### src/hdl/assert_macros.svh
// Assertion helpers for the trie design
`ifndef ASSERT_MACROS_SVH
`define ASSERT_MACROS_SVH

// Immediate-next-cycle implication check.
`define CHECK_NEXT(label, clk, rst_n, ante, cons) \
	label: assert property (@(posedge clk) disable iff (!rst_n) (ante) |=> (cons)) \
		else $error("check failed");

// Same-cycle implication check.
`define CHECK_NOW(label, clk, rst_n, ante, cons) \
	label: assert property (@(posedge clk) disable iff (!rst_n) (ante) |-> (cons)) \
		else $error("check failed");

`endif

### src/hdl/lpmt_pkg.sv
// ----------------------------------------------------------------------------
// lpmt_pkg
// Shared types and codes for the binary trie prefix match block.
// ----------------------------------------------------------------------------
package lpmt_pkg;

	localparam logic [1:0] OP_INSERT = 2'd0;
	localparam logic [1:0] OP_REMOVE = 2'd1;
	localparam logic [1:0] OP_LOOKUP = 2'd2;

	localparam logic [1:0] ST_OK        = 2'd0;
	localparam logic [1:0] ST_INVALID   = 2'd1;
	localparam logic [1:0] ST_NOT_FOUND = 2'd2;
	localparam logic [1:0] ST_FULL      = 2'd3;

	localparam int MAX_LEN = 32;

	typedef enum logic [3:0] {
		S_CLEAR,
		S_IDLE,
		S_WALK_RD,
		S_WALK_EV,
		S_INS_CHK,
		S_INS_POP,
		S_INS_LINK,
		S_MARK,
		S_RM_RD,
		S_RM_EV,
		S_RESULT
	} state_t;

	// Controller -> datapath commands
	typedef struct packed {
		logic clear_step;   // clear one node during init sweep
		logic load;         // capture request
		logic walk_rd;      // issue node read at cursor
		logic walk_adv;     // step down into child
		logic lkp_take;     // note value of current node
		logic pop_rd;       // read free stack top
		logic ins_link;     // link new node under cursor
		logic mark;         // set or clear the value of cursor node
		logic rm_rd;        // read node on way back up
		logic rm_free;      // unlink and free node
		logic rm_up;        // reload cursor node from path memory
		logic out_load;     // register result
	} cmd_t;

	// Datapath -> controller status
	typedef struct packed {
		logic       clear_done;
		logic [1:0] op;
		logic       len_bad;
		logic       at_len;     // depth reached target (insert/remove)
		logic       at_leaf;    // depth reached address width (lookup)
		logic       child_none; // child of node read is zero
		logic       pool_short; // not enough free nodes
		logic       node_held;  // cursor node holds a value
		logic       rm_empty;   // node read on way up is empty
		logic       at_root;    // depth back at zero
	} stat_t;

endpackage

### src/hdl/lpmt_ctrl.sv
// ----------------------------------------------------------------------------
// lpmt_ctrl
// Sequencer for init sweep, trie walk, insert, remove and result hand-off.
// ----------------------------------------------------------------------------
module lpmt_ctrl import lpmt_pkg::*; (
	input  logic       clk,
	input  logic       arst_n,
	input  stat_t      stat,
	input  logic       found,
	output cmd_t       cmd,
	input  logic       in_valid,
	output logic       in_stall,
	output logic       out_valid,
	input  logic       out_stall,
	output logic       res_set,
	output logic [1:0] res_status
);
	state_t state_q, state_d;
	logic   ov_q;
	logic [1:0] rs_q, rs_d;

	assign out_valid  = ov_q;
	assign res_status = rs_q;
	assign res_set    = cmd.out_load;
	assign in_stall   = !(state_q == S_IDLE);

	always_ff @(posedge clk or negedge arst_n) begin
		if (!arst_n) begin
			state_q <= S_CLEAR;
			ov_q    <= 1'b0;
			rs_q    <= ST_OK;
		end else begin
			state_q <= state_d;
			rs_q    <= rs_d;
			if (cmd.out_load) ov_q <= 1'b1;
			else if (!out_stall) ov_q <= 1'b0;
		end
	end

	always_comb begin
		state_d = state_q;
		rs_d    = rs_q;
		cmd     = '0;
		unique case (state_q)
			S_CLEAR: begin
				if (stat.clear_done) state_d = S_IDLE;
				else cmd.clear_step = 1'b1;
			end
			S_IDLE: begin
				if (in_valid) begin
					cmd.load = 1'b1;
					state_d  = S_WALK_RD;
				end
			end
			S_WALK_RD: begin
				if ((stat.op == OP_INSERT || stat.op == OP_REMOVE) && stat.len_bad) begin
					rs_d    = ST_INVALID;
					state_d = S_RESULT;
				end else if (stat.op != OP_INSERT && stat.op != OP_REMOVE &&
						stat.op != OP_LOOKUP) begin
					rs_d    = ST_INVALID;
					state_d = S_RESULT;
				end else begin
					cmd.walk_rd = 1'b1;
					state_d     = S_WALK_EV;
				end
			end
			S_WALK_EV: begin
				if (stat.op == OP_LOOKUP) begin
					cmd.lkp_take = 1'b1;
					if (stat.at_leaf || stat.child_none) begin
						rs_d    = (found || stat.node_held) ? ST_OK : ST_NOT_FOUND;
						state_d = S_RESULT;
					end else begin
						cmd.walk_adv = 1'b1;
						state_d      = S_WALK_RD;
					end
				end else if (stat.at_len) begin
					if (stat.op == OP_INSERT) begin
						cmd.mark = 1'b1;
						rs_d     = ST_OK;
						state_d  = S_RESULT;
					end else if (stat.node_held) begin
						cmd.mark = 1'b1;
						rs_d     = ST_OK;
						state_d  = stat.at_root ? S_RESULT : S_RM_RD;
					end else begin
						rs_d    = ST_NOT_FOUND;
						state_d = S_RESULT;
					end
				end else if (stat.child_none) begin
					if (stat.op == OP_INSERT) state_d = S_INS_CHK;
					else begin
						rs_d    = ST_NOT_FOUND;
						state_d = S_RESULT;
					end
				end else begin
					cmd.walk_adv = 1'b1;
					state_d      = S_WALK_RD;
				end
			end
			S_INS_CHK: begin
				if (stat.pool_short) begin
					rs_d    = ST_FULL;
					state_d = S_RESULT;
				end else state_d = S_INS_POP;
			end
			S_INS_POP: begin
				if (stat.at_len) begin
					cmd.walk_rd = 1'b1;
					state_d     = S_MARK;
				end else begin
					cmd.pop_rd = 1'b1;
					state_d    = S_INS_LINK;
				end
			end
			S_INS_LINK: begin
				cmd.ins_link = 1'b1;
				state_d      = S_INS_POP;
			end
			S_MARK: begin
				cmd.mark = 1'b1;
				rs_d     = ST_OK;
				state_d  = S_RESULT;
			end
			S_RM_RD: begin
				// stop at the root, which is never freed
				if (stat.at_root) state_d = S_RESULT;
				else begin
					cmd.rm_rd = 1'b1;
					state_d   = S_RM_EV;
				end
			end
			S_RM_EV: begin
				// free the node and climb while it stays empty
				if (stat.rm_empty) begin
					cmd.rm_free = 1'b1;
					state_d     = S_RM_RD;
				end else state_d = S_RESULT;
			end
			S_RESULT: begin
				if (!out_valid || !out_stall) begin
					cmd.out_load = 1'b1;
					state_d      = S_IDLE;
				end
			end
			default: state_d = S_IDLE;
		endcase
	end

endmodule
### config.mk
export PLATFORM = sky130hd
export DESIGN_NAME = lpmt_ctrl
export DESIGN_NICKNAME = d
export VERILOG_FILES = /design/src/hdl/assert_macros.svh /design/src/hdl/lpmt_pkg.sv /design/src/hdl/lpmt_ctrl.sv
export SDC_FILE = /design/constraint.sdc
export NUM_CORES = 1
export LEC_CHECK = 0
export ABC_AREA = 1
export BUFFER_PORTS_ARGS = -buffer_cell sky130_fd_sc_hd__buf_4
export CAP_MARGIN = 20
export CORE_ASPECT_RATIO = 1.5
export CORE_MARGIN = 2
export CORE_UTILIZATION = 34
export DETAILED_ROUTE_END_ITERATION = 8
export HOLD_SLACK_MARGIN = 0.08
export PLACE_DENSITY = 0.56
export SYNTH_ARGS = -nofsm -noshare
export SYNTH_HDL_FRONTEND = slang
export SYNTH_SLANG_ARGS = --single-unit
### constraint.sdc
create_clock -name clk -period 1.3 [get_ports clk]
set_input_delay 0.065 -clock clk [delete_from_list [all_inputs] [get_ports clk]]
set_output_delay 0.065 -clock clk [all_outputs]
set_load 0.005 [all_outputs]
Yosys cells after proc, flatten, opt, wreduce, memory -nomap -nowiden

Index checks and enable logic that the tools add are counted.

$add $sub $neg: 0
Multipliers: 0
Divide/modulo/power cells: 0
Order comparisons: 0
Eq/ne operators: 23
Shift-type cells: 0
Multiplexer cells: 60
Bitwise gates (word level): 0
Reduce and logical (&&, ||, !) cells: 16

Operators with widths:

| operator           | number |
|---|---|
| $mux 4             | 11 |
| $pmux 4 s11        | 1 |
| $mux 2             | 17 |
| $mux 1             | 28 |
| $eq 4x3->1 const B | 4 |
| $eq 4x4->1 const B | 3 |
| $ne 2x2->1 const B | 5 |
| $eq 4x2->1 const B | 2 |
| $ne 4x4->1 const B | 2 |
| $pmux 2 s4         | 1 |
| $ne 3x3->1 const B | 2 |
| $reduce_and 6->1   | 1 |
| $eq 4x1->1 const B | 1 |
| $logic_not 4->1    | 1 |
| $logic_or 1x1->1   | 4 |
| $ne 2x1->1 const B | 2 |
| $pmux 1 s2         | 2 |
| $reduce_bool 4->1  | 1 |
| $logic_and 1x1->1  | 3 |
| $logic_not 1->1    | 3 |
| $reduce_and 3->1   | 1 |
| $eq 2x1->1 const B | 1 |
| $eq 2x2->1 const B | 1 |
| $logic_not 2->1    | 1 |
| $reduce_bool 2->1  | 1 |

Flip-flop bits (word level): 7
Bits in latches: 0
Memory bits (writable): 0
Memory bits (read-only): 0
Input bits: 16
Output and inout port bits: 17
Logic and storage cells: 102
Memories: 0

Depth between registers and ports, before layout

Gate-level depths: netlist (run 1).

Depth in word-level cells: 6
Gate-level depth with buffers: 9
Depth with buffers taken out: 9

Worst setup path before layout (run 1)

No wires, ideal clock.

Path kind: register -> register
From: register state_q[1]
To: register rs_q[1] (netlist: res_status[1])
Setup time: 117 ps
Data arrival time: 1062 ps
Data required time: 1183 ps
Slack: 121 ps
Stages on the path, launching flop included: 8
Buffers on the path: 1
Clock period less this slack: 1179 ps
Cells stage by stage: dfrtp_1 buf_4 nor2_2 nand2_2 nand3_1 nand3_2 nand2_1 nand2_1

Longest elaborated chain between the ends: 3
Elaborated cells on any way between the ends: 12
Classes of those cells: eq/ne: 9; mux: 1; reduce/logical: 2

Ends and longest elaborated chain:

| element                                            | line            | RTL |
|---|---|---|
| from (decl)                                        | lpmt_ctrl.sv:18 | `state_t state_q, state_d;` |
| from (signal assigned)                             | lpmt_ctrl.sv:33 | `state_q <= state_d;` |
| $eq 4x2->1 or $eq 4x3->1 (tied branches)           | lpmt_ctrl.sv:44 | `unique case (state_q)` |
| $ne 4x4->1 (no line), or another cell as far along | --              |  |
| $reduce_and 6->1 (no line)                         | --              |  |
| to (signal assigned)                               | lpmt_ctrl.sv:34 | `rs_q <= rs_d;` |
| to (decl)                                          | lpmt_ctrl.sv:20 | `logic [1:0] rs_q, rs_d;` |

Parallel ways exist; a longest one is shown, timed or not.
A chain may end at the register's enable or synchronous reset.

==> summary.txt, run 1 <==
Floorplanning
  – Die height: 63.02 um
  – Site Rows: 21
  – Core Footprint: 2207 um2
  – Die area: 2732 um2
  – Die width: 43.35 um
  – Initial core utilization: 35.77%
  – Num ports: 33

Placed design
  – DP HPWL: 1947 um
  – GPL Wtd Cong: 0.8757
  – Pre-CTS setup slack: 0.002480 ns
  – IO buf count: 31

Power
  – Pleak: 0.7537 nW
  – Flop pwr share: 19.0%
  – Switch Pwr: 0.0009491 W
  – Combinational group share of total power: 72.2%
  – Power per cell area: 1698 nW/um2
  – Net Sw Frac: 44.81%
  – Worst IR Drop VDD: 0.9243 mV
  – Clock share of power: 8.8%
  – Int Pwr: 0.001169 W

Worst hold path
  – Hold crit path type: in2async

Synthesis
  – Synthesized flop and latch total: 7
  – Dominant cells by area after synthesis: dfrtp_1, nand2_1, inv_1
  – Most used DFF post-synth: dfrtp_1
  – Count of different cell masters after synthesis: 22
  – Post-synth ARST share: 100.0%
  – Most frequent cell after synthesis: nand2_1
  – Synth top cells by count: nand2_1, inv_1, nor2_1
  – Synth area leader: dfrtp_1
  – Synthesized area: 789.5 um2
  – Post-synthesis sequential area ratio: 22.19%
  – Syn Area/Cell: 5.680 um2
  – Synth Instances: 139
  – Yosys top cell area share: 22.19%
  – Ys Warns: 0
  – Post-synth EDFFs: 0
  – Synth Net Count: 155

Drt
  – ANT nets after route: 0
  – Drt wl/cell: 11.42 um
  – Drt first pass iters: 4
  – DR vias/cell: 4.766
  – WL final: 2387 um
  – DRC: 0
  – 1st-iter DRT viols: 17
  – Via count: 996

Critical path
  – CP startpoint kind: flip-flop
  – Total stage count of the critical path: 6
  – Crit path cell chain: nor2_4, nand2_2, nor2_2, inv_1, o22ai_1, buf_4
  – Buf+Inv Stages, Crit Path: 2
  – WP data arrival: 1.33 ns
  – Critical path peak fanout: 4
  – Critical path's top delay family: flip-flops
  – Crit-path slowest cell: dfrtp_2
  – Critical path class: reg2out
  – Crit-path max cell delay: 0.43 ns
  – Reg2Reg Depth: 9
  – Crit. End Element: primary output
  – CP required: 1.24 ns

Clock network
  – CTS buffer count: 3
  – Clk slew on worst S/H paths: 0.05 ns
  – CTS tree: done
  – Worst-Skew Late Latency: 0.24 ns
  – Clk buf depth: 2
  – Clk Tree Root Cell: clkbuf_4
  – H-tree Lvls: 1
  – Clock Sink Count: 7

Status
  – Violated checks: negative setup slack
  – Status: finished, violations left

Timing
  – Tmin final: 1.399 ns
  – RSZ-0062 raised after global routing: yes
  – Slew Viols, Final: 0
  – Final WS setup: -0.09941 ns
  – Fin. Hold Viols: 0
  – FMAX: 714.6 MHz
  – Final setup viols: 13
  – Post-Route Skew: 0.001271 ns
  – Tcrit/Tclk final: 107.6%

Global route
  – First-pass GRT wire length: 3981 um
  – Grt total ovfl: 0
  – GR Util All Layers: 18.49%
  – Largest net degree at the start of global routing: 8
  – Vias in the first global route: 1034
  – Antenna violations before repair: 0

Final layout
  – Nets: 203
  – Layout area overhead: 58.00%
  – Area of the multi-input gates: 536.8 um2
  – Layout fillers: 237
  – Final Util: 56.52%
  – Fraction of layout cells with a size suffix above 1: 44.09%
  – N_diodes: 0
  – Register area: 178.9 um2

Run
  – Max_cap viols: 0
==> flip-flops by register name, summed over array words and instances (netlist names) <==
signal / count
out_valid: 1
res_status: 2
state_q: 4
==> area by class of cell <==
class	count	share of cell area, %
Sequential cell	7	14.34
Clock buffer	4	2.106
Timing Repair Buffer	46	30.69
Tap cell	23	2.307
Multi-Input combinational cell	104	43.03
Inverter	25	7.523
==> metrics by stage <==
stage                     hold WS [ns]  std cells  power (W)  TNS [ns]  area [um2]
after global routing            0.1609        209   0.002325    -1.972        1247
after floorplan                -0.2306        139   0.001166         0       789.5
after global placement         -0.1172        196   0.001628         0        1074
after CTS                       0.1604        209   0.002070   -0.7319        1221
final                           0.1704        209   0.002118   -0.5816        1247
after detailed placement       -0.1185        196   0.001631         0        1074
==> path summary, 6_finish.rpt <==
check / from / to / slack, ns
worst min-delay path: arst_n / res_status[0] / 0.17
worst min register to register: res_status[0] / res_status[0] / 0.47
max in group asynchronous: arst_n / state_q[2] / 1.00
worst max-delay path: state_q[2] / cmd[4] / -0.1
worst max register to register: state_q[3] / res_status[1] / -0.03
min in group clk: stat[4] / state_q[2] / 0.21
==> power groups by stage <==
| stage | Clock [W] | Sequential [W] | Combinational, W |
|---|---|---|---|
| after floorplan | 0 | 0.000377 | 0.000789 |
| after global placement | 0 | 0.000405 | 0.00122 |
| after detailed placement | 0 | 0.000408 | 0.00122 |
| after CTS | 0.000195 | 0.000400 | 0.00148 |
| after global routing | 0.000215 | 0.000409 | 0.00170 |
| final | 0.000186 | 0.000402 | 0.00153 |
==> per-layer routing <==
metal | GRT usage, % | routed length, um | vias to the layer above
li1 | - | - | 521
met1 | 17.83 | 887 | 439
met2 | 37.13 | 1340 | 30
met3 | 2.312 | 91 | 6
met4 | 6.439 | 68 | 0
met5 | 0 | 0 | -
==> cells in the final DEF, fill, tap and decap left out, drive strengths merged <==
| master | count |
|---|---|
| or2 | 1 |
| nor4 | 1 |
| nor2 | 31 |
| conb | 1 |
| a21boi | 1 |
| o22ai | 1 |
| o2111ai | 1 |
| dfrtp | 7 |
| nand3 | 15 |
| inv | 25 |
| dlygate4sd3 | 2 |
| buf | 44 |
| nand2 | 44 |
| a21oi | 1 |
| clkbuf | 4 |
| o21ai | 4 |
| nand4 | 2 |
| nand3b | 1 |
==> repair_timing <==
| item | 4_1_cts | 5_1_grt |
|---|---|---|
| endpoints found under the hold margin | 8 | 0 |
| pin swaps | 3 | 0 |
| hold buffers | 2 | 0 |
| setup endpoints to repair | 13 | 17 |
| setup buffers | 7 | 0 |
| resized for setup | 13 | 6 |
==> kinds of logic (layout without fill, tap and decap cells) <==
logic type	Yosys count	after routing	synth area share, %
AO/OA/AOI/OAI	8	8	6.021
buffers and inverters	28	75	14.74
flip-flops	7	7	22.19
other	1	1	0.4750
AND/OR/NAND/NOR	95	95	56.58
(Power assumes the default switching activity.)
==> run 2: changes to the inputs <==
- clock period: 1.3 -> 1.65 ns (I/O delays scaled with it)
==> run 2 against run 1 <==
The flow now finishes without violations. Total power decreased by 36%. Highest routed layer unchanged. Combinational power decreased by 43%. Register-to-register slack improved by 0.33 ns. Clock skew decreased by 0.00087 ns. Critical endpoint is now cmd[9]. Die area unchanged.
==> summary.txt, run 2 (synthesis gave the netlist of run 1 again) <==
Power
  – Pleak: 0.6698 nW
  – Power per cell area: 1249 nW/um2
  – Worst IR Drop VDD: 0.6654 mV

Timing
  – Tmin final: 1.518 ns
  – RSZ-0062 raised after global routing: no
  – Setup tns final: 0 ns
  – Fin. Hold Viols: 0
  – Post-Route Skew: 0.0004043 ns
  – Slew Viols, Final: 0
  – Final setup viols: 0
  – FMAX: 658.8 MHz
  – Tcrit/Tclk final: 91.99%

Clock network
  – H-tree Lvls: 1
  – Clk buf depth: 2
  – Clk slew on worst S/H paths: 0.05 ns
  – Worst-Skew Late Latency: 0.24 ns
  – CTS tree: done
  – Clock Sink Count: 7
  – Clk Tree Root Cell: clkbuf_4
  – CTS buffer count: 3

Final layout
  – Area of the multi-input gates: 498.0 um2
  – Most flops, register: state_q
  – Max FFs per register: 4
  – Final Non-Filler Cells: 197
  – Register area: 176.4 um2
  – Nets: 191
  – Commonest non-fill, non-tap cell in the layout: nand2_1
  – Layout fillers: 252
  – Layout area overhead: 37.24%
  – N_diodes: 0
  – Most frequent cells in the layout: nand2_1, buf_4, inv_1, nor2_1, nand3_1
  – Fraction of layout cells with a size suffix above 1: 32.18%

Drt
  – DR vias/cell: 4.680
  – WL final: 2149 um
  – ANT nets after route: 0
  – Via count: 922
  – DRC: 0
  – 1st-iter DRT viols: 8
  – Drt first pass iters: 4
  – Drt wl/cell: 10.91 um

Global route
  – Met1 usage: 16.52%
  – First-pass GRT wire length: 3622 um
  – Vias in the first global route: 934
  – Gr busiest metal: met2
  – Met2 usage: 32.65%
  – Largest net degree at the start of global routing: 9
  – Met3 Use GR: 1.734%
  – Antenna violations before repair: 0
  – Grt total ovfl: 0
  – GR Util All Layers: 16.99%

Critical path
  – Critical path class: reg2out
  – WP data arrival: 1.44 ns
  – Critical path peak fanout: 6
  – Crit. End Element: primary output
  – CP startpoint kind: flip-flop
  – CP required: 1.57 ns

Placed design
  – IO buf count: 31
  – Cells after DPL: 190
  – DP HPWL: 1883 um
  – GPL Wtd Cong: 0.8020

Status
  – Status: completed

Worst hold path
  – Hold crit path type: in2async

Floorplanning
  – Die height: 63.02 um
  – Die width: 43.35 um
  – Num ports: 33
  – Site Rows: 21
  – Die area: 2732 um2
  – Core Footprint: 2207 um2
  – Initial core utilization: 35.77%

Run
  – Max_cap viols: 0
[run 2: cell count changes in the layout (fill, tap and decap cells not counted), moves of 3 or more]
cell,before,now
buf_4,40,32
nor2_1,20,23
nor2_2,9,6
nand2_1,34,37
[run 2: stage by stage]
stage / cell area (um2) / power, W / setup WS (ns) / hold WS (ns) / util, %
after detailed placement: 1028 / 0.001189 / 0.3139 / -0.1020 / 46.60
after floorplan: 789.5 / 0.0009185 / 0.4709 / -0.2131 / -
after global routing: 1084 / 0.001496 / 0.001522 / 0.1662 / 49.09
after CTS: 1075 / 0.001347 / 0.04638 / 0.1677 / 48.70
final: 1084 / 0.001353 / 0.1321 / 0.1835 / 49.09
after global placement: 1028 / 0.001183 / 0.3446 / -0.1015 / 46.60
[run 2: final cells by class]
| type | instances | area share, % |
|---|---|---|
| well taps | 23 | 2.656 |
| clock buffers | 4 | 2.425 |
| inverters | 25 | 8.661 |
| repair buffers | 34 | 24.02 |
| multi-input cells | 104 | 45.96 |
| flip-flops and latches | 7 | 16.28 |
[run 2: final timing paths]
check / from / endpoint / slack, ns / cells past startpoint
setup reg to reg: state_q[3] / state_q[1] / 0.30 / 8
min in group clk: stat[4] / state_q[2] / 0.24 / 3
hold reg to reg: res_status[0] / res_status[0] / 0.48 / 2
hold / removal: arst_n / res_status[0] / 0.18 / 2
max in group asynchronous: arst_n / state_q[1] / 1.34 / 2
setup / recovery: state_q[3] / cmd[9] / 0.13 / 7
[run 2: critical path, cell delays in order, from the launching register on]
cell,delay [ns]
dfrtp_1,0.52
nor2_4,0.06
buf_4,0.16
nand2_2,0.09
nor2_1,0.04
nor2_1,0.14
inv_1,0.05
buf_4,0.13
[run 2: per-layer routing]
| metal | vias to the layer above | share of wire, % |
|---|---|---|
| li1 | 490 | - |
| met1 | 404 | 39 |
| met2 | 24 | 54 |
| met3 | 4 | 4.3 |
| met4 | 0 | 2.6 |
| met5 | - | 0 |
[run 2: where the power goes]
part	leakage, nW	switching (W)	internal [W]	total [W]
Combinational	0.565	0.000510	0.000369	0.000879
Clock	0.0150	0.0000578	0.0000919	0.000150
Sequential	0.0895	0.0000860	0.000239	0.000325
Total	0.670	0.000653	0.000700	0.00135
[run 2: what timing repair did]
action	4_1_cts	5_1_grt
endpoints found under the setup margin	0	2
gates resized for setup	0	1
buffers inserted	0	1
hold endpoints to repair	8	0
hold buffers	2	0
==> run 3: changes to the inputs <==
- CORE_UTILIZATION: 34 -> 35
- PLACE_DENSITY: 0.56 -> 0.57
==> run 3 against run 2 <==
Cell area rose by 0.35%. Clock power barely moved. Cell count did not move. Sequential cell count did not move. Die area fell by 2.6%. Critical path depth fell by 2. First-iteration DRC count rose by 88%. Routed wire length rose by 1.1%. Via count rose by 2.9%. Maximum frequency fell by 1.5%.
==> summary.txt, run 3 (synthesis gave the netlist of run 1 again) <==
Final layout
  – N_diodes: 0
  – Nets: 191
  – Commonest non-fill, non-tap cell in the layout: nand2_1
  – Fraction of layout cells with a size suffix above 1: 33.33%
  – Most flops, register: state_q
  – Layout area overhead: 37.72%
  – Most frequent cells in the layout: nand2_1, buf_4, inv_1
  – Max FFs per register: 4
  – Layout fillers: 261

Clock network
  – Clk slew on worst S/H paths: 0.05 ns
  – CTS buffer count: 3
  – CTS tree: done
  – Clock Sink Count: 7
  – H-tree Lvls: 1
  – Clk buf depth: 2
  – Clk Tree Root Cell: clkbuf_4
  – Worst-Skew Late Latency: 0.25 ns

Floorplanning
  – Die area: 2660 um2
  – Die width: 42.78 um
  – Num ports: 33
  – Initial core utilization: 36.20%
  – Site Rows: 21
  – Core Footprint: 2181 um2
  – Die height: 62.17 um

Critical path
  – WP data arrival: 1.46 ns
  – Worst r2r src: state_q[2]
  – CP startpoint kind: flip-flop
  – Reg2Reg Depth: 8
  – Total stage count of the critical path: 5
  – Buf+Inv Stages, Crit Path: 1
  – Crit-path slowest cell: dfrtp_1
  – Reg-to-reg critical path endpoint: state_q[1]
  – Worst setup path start: state_q[2]
  – CP endpoint: cmd[8]
  – Critical path's top delay family: flip-flops
  – R2R setup slack: 0.34 ns
  – Critical path peak fanout: 4
  – Crit-path max cell delay: 0.44 ns
  – Crit path cell chain: nor2_4, nand2_2, nor2_2, a21boi_0, buf_4
  – Crit. End Element: primary output
  – Critical path class: reg2out
  – CP required: 1.57 ns

Power
  – Pleak: 0.6683 nW
  – Worst IR Drop VDD: 0.7635 mV
  – Overall Power: 0.001361 W
  – Power per cell area: 1252 nW/um2

Timing
  – FMAX: 648.9 MHz
  – Fin. Hold Viols: 0
  – Final setup viols: 0
  – Post-Route Skew: 0.001230 ns
  – RSZ-0062 raised after global routing: no
  – Slew Viols, Final: 0
  – Tcrit/Tclk final: 93.40%
  – Setup tns final: 0 ns
  – Tmin final: 1.541 ns

Global route
  – Met2 usage: 33.33%
  – Met1 usage: 17.79%
  – GR Util All Layers: 18.16%
  – First-pass GRT wire length: 3705 um
  – Vias in the first global route: 953
  – Antenna violations before repair: 0
  – Gr busiest metal: met2
  – Met3 Use GR: 2.035%
  – Grt total ovfl: 0
  – Largest net degree at the start of global routing: 9

Placed design
  – DP HPWL: 1884 um
  – IO buf count: 31
  – GPL Wtd Cong: 0.8707

Drt
  – 1st-iter DRT viols: 15
  – ANT nets after route: 0
  – Via count: 949
  – DR vias/cell: 4.817
  – WL final: 2172 um
  – DRC: 0
  – Drt first pass iters: 4
  – Drt wl/cell: 11.03 um

Run
  – Max_cap viols: 0

Status
  – Status: completed

Worst hold path
  – Hold crit path type: in2async
run 3: cell count changes in the layout (fill, tap and decap cells not counted):
cell	change
dfrtp_1	-1
dfrtp_2	+1
nor2_1	-1
nor2_2	+1
run 3: what timing repair did:
item / CTS / global route
resized for setup: 0 / 3
endpoints found under the hold margin: 8 / 0
hold buffers: 2 / 0
endpoints found under the setup margin: 0 / 3
setup buffers: 0 / 1
run 3: area by class of cell:
class,count,area [um2],area share [%]
flip-flops and latches,7,177.7,16.34
well taps,23,28.78,2.647
clock buffers,4,26.28,2.417
inverters,25,93.84,8.631
repair buffers,34,260.3,23.94
multi-input cells,104,500.5,46.03
run 3: worst min-delay path by stage:
stage,slack (ns),depth (start not counted),to,startpoint
2_1_floorplan,-0.21,0,out_valid,arst_n
3_3_place_gp,-0.10,1,res_status[0],arst_n
3_5_place_dp,-0.10,1,res_status[0],arst_n
4_1_cts,0.17,2,state_q[3],arst_n
5_1_grt,0.16,2,state_q[2],arst_n
6_report,0.18,2,state_q[3],arst_n
run 3: per-stage QoR:
step / instances / setup WS (ns) / area (um2) / hold slack [ns] / utilization (%)
6_report: 197 / 0.1089 / 1087 / 0.1772 / 49.86
4_1_cts: 196 / 0.01544 / 1075 / 0.1694 / 49.28
5_1_grt: 197 / 0.005165 / 1087 / 0.1615 / 49.86
2_1_floorplan: 139 / 0.4709 / 789.5 / -0.2131 / -
3_5_place_dp: 190 / 0.2928 / 1028 / -0.1034 / 47.16
3_3_place_gp: 190 / 0.3493 / 1028 / -0.1016 / 47.16
run 3: metal layers:
| metal | share of wire [%] | wire length, um |
|---|---|---|
| met1 | 37 | 803 |
| met2 | 53 | 1162 |
| met3 | 4.9 | 107 |
| met4 | 4.6 | 99 |
| met5 | 0 | 0 |
run 3: where the power goes:
| group | switching (W) | total, W | internal [W] |
|---|---|---|---|
| logic | 0.000511 | 0.000880 | 0.000370 |
| registers | 0.0000888 | 0.000331 | 0.000242 |
| clock network | 0.0000582 | 0.000150 | 0.0000919 |
| total | 0.000658 | 0.00136 | 0.000703 |
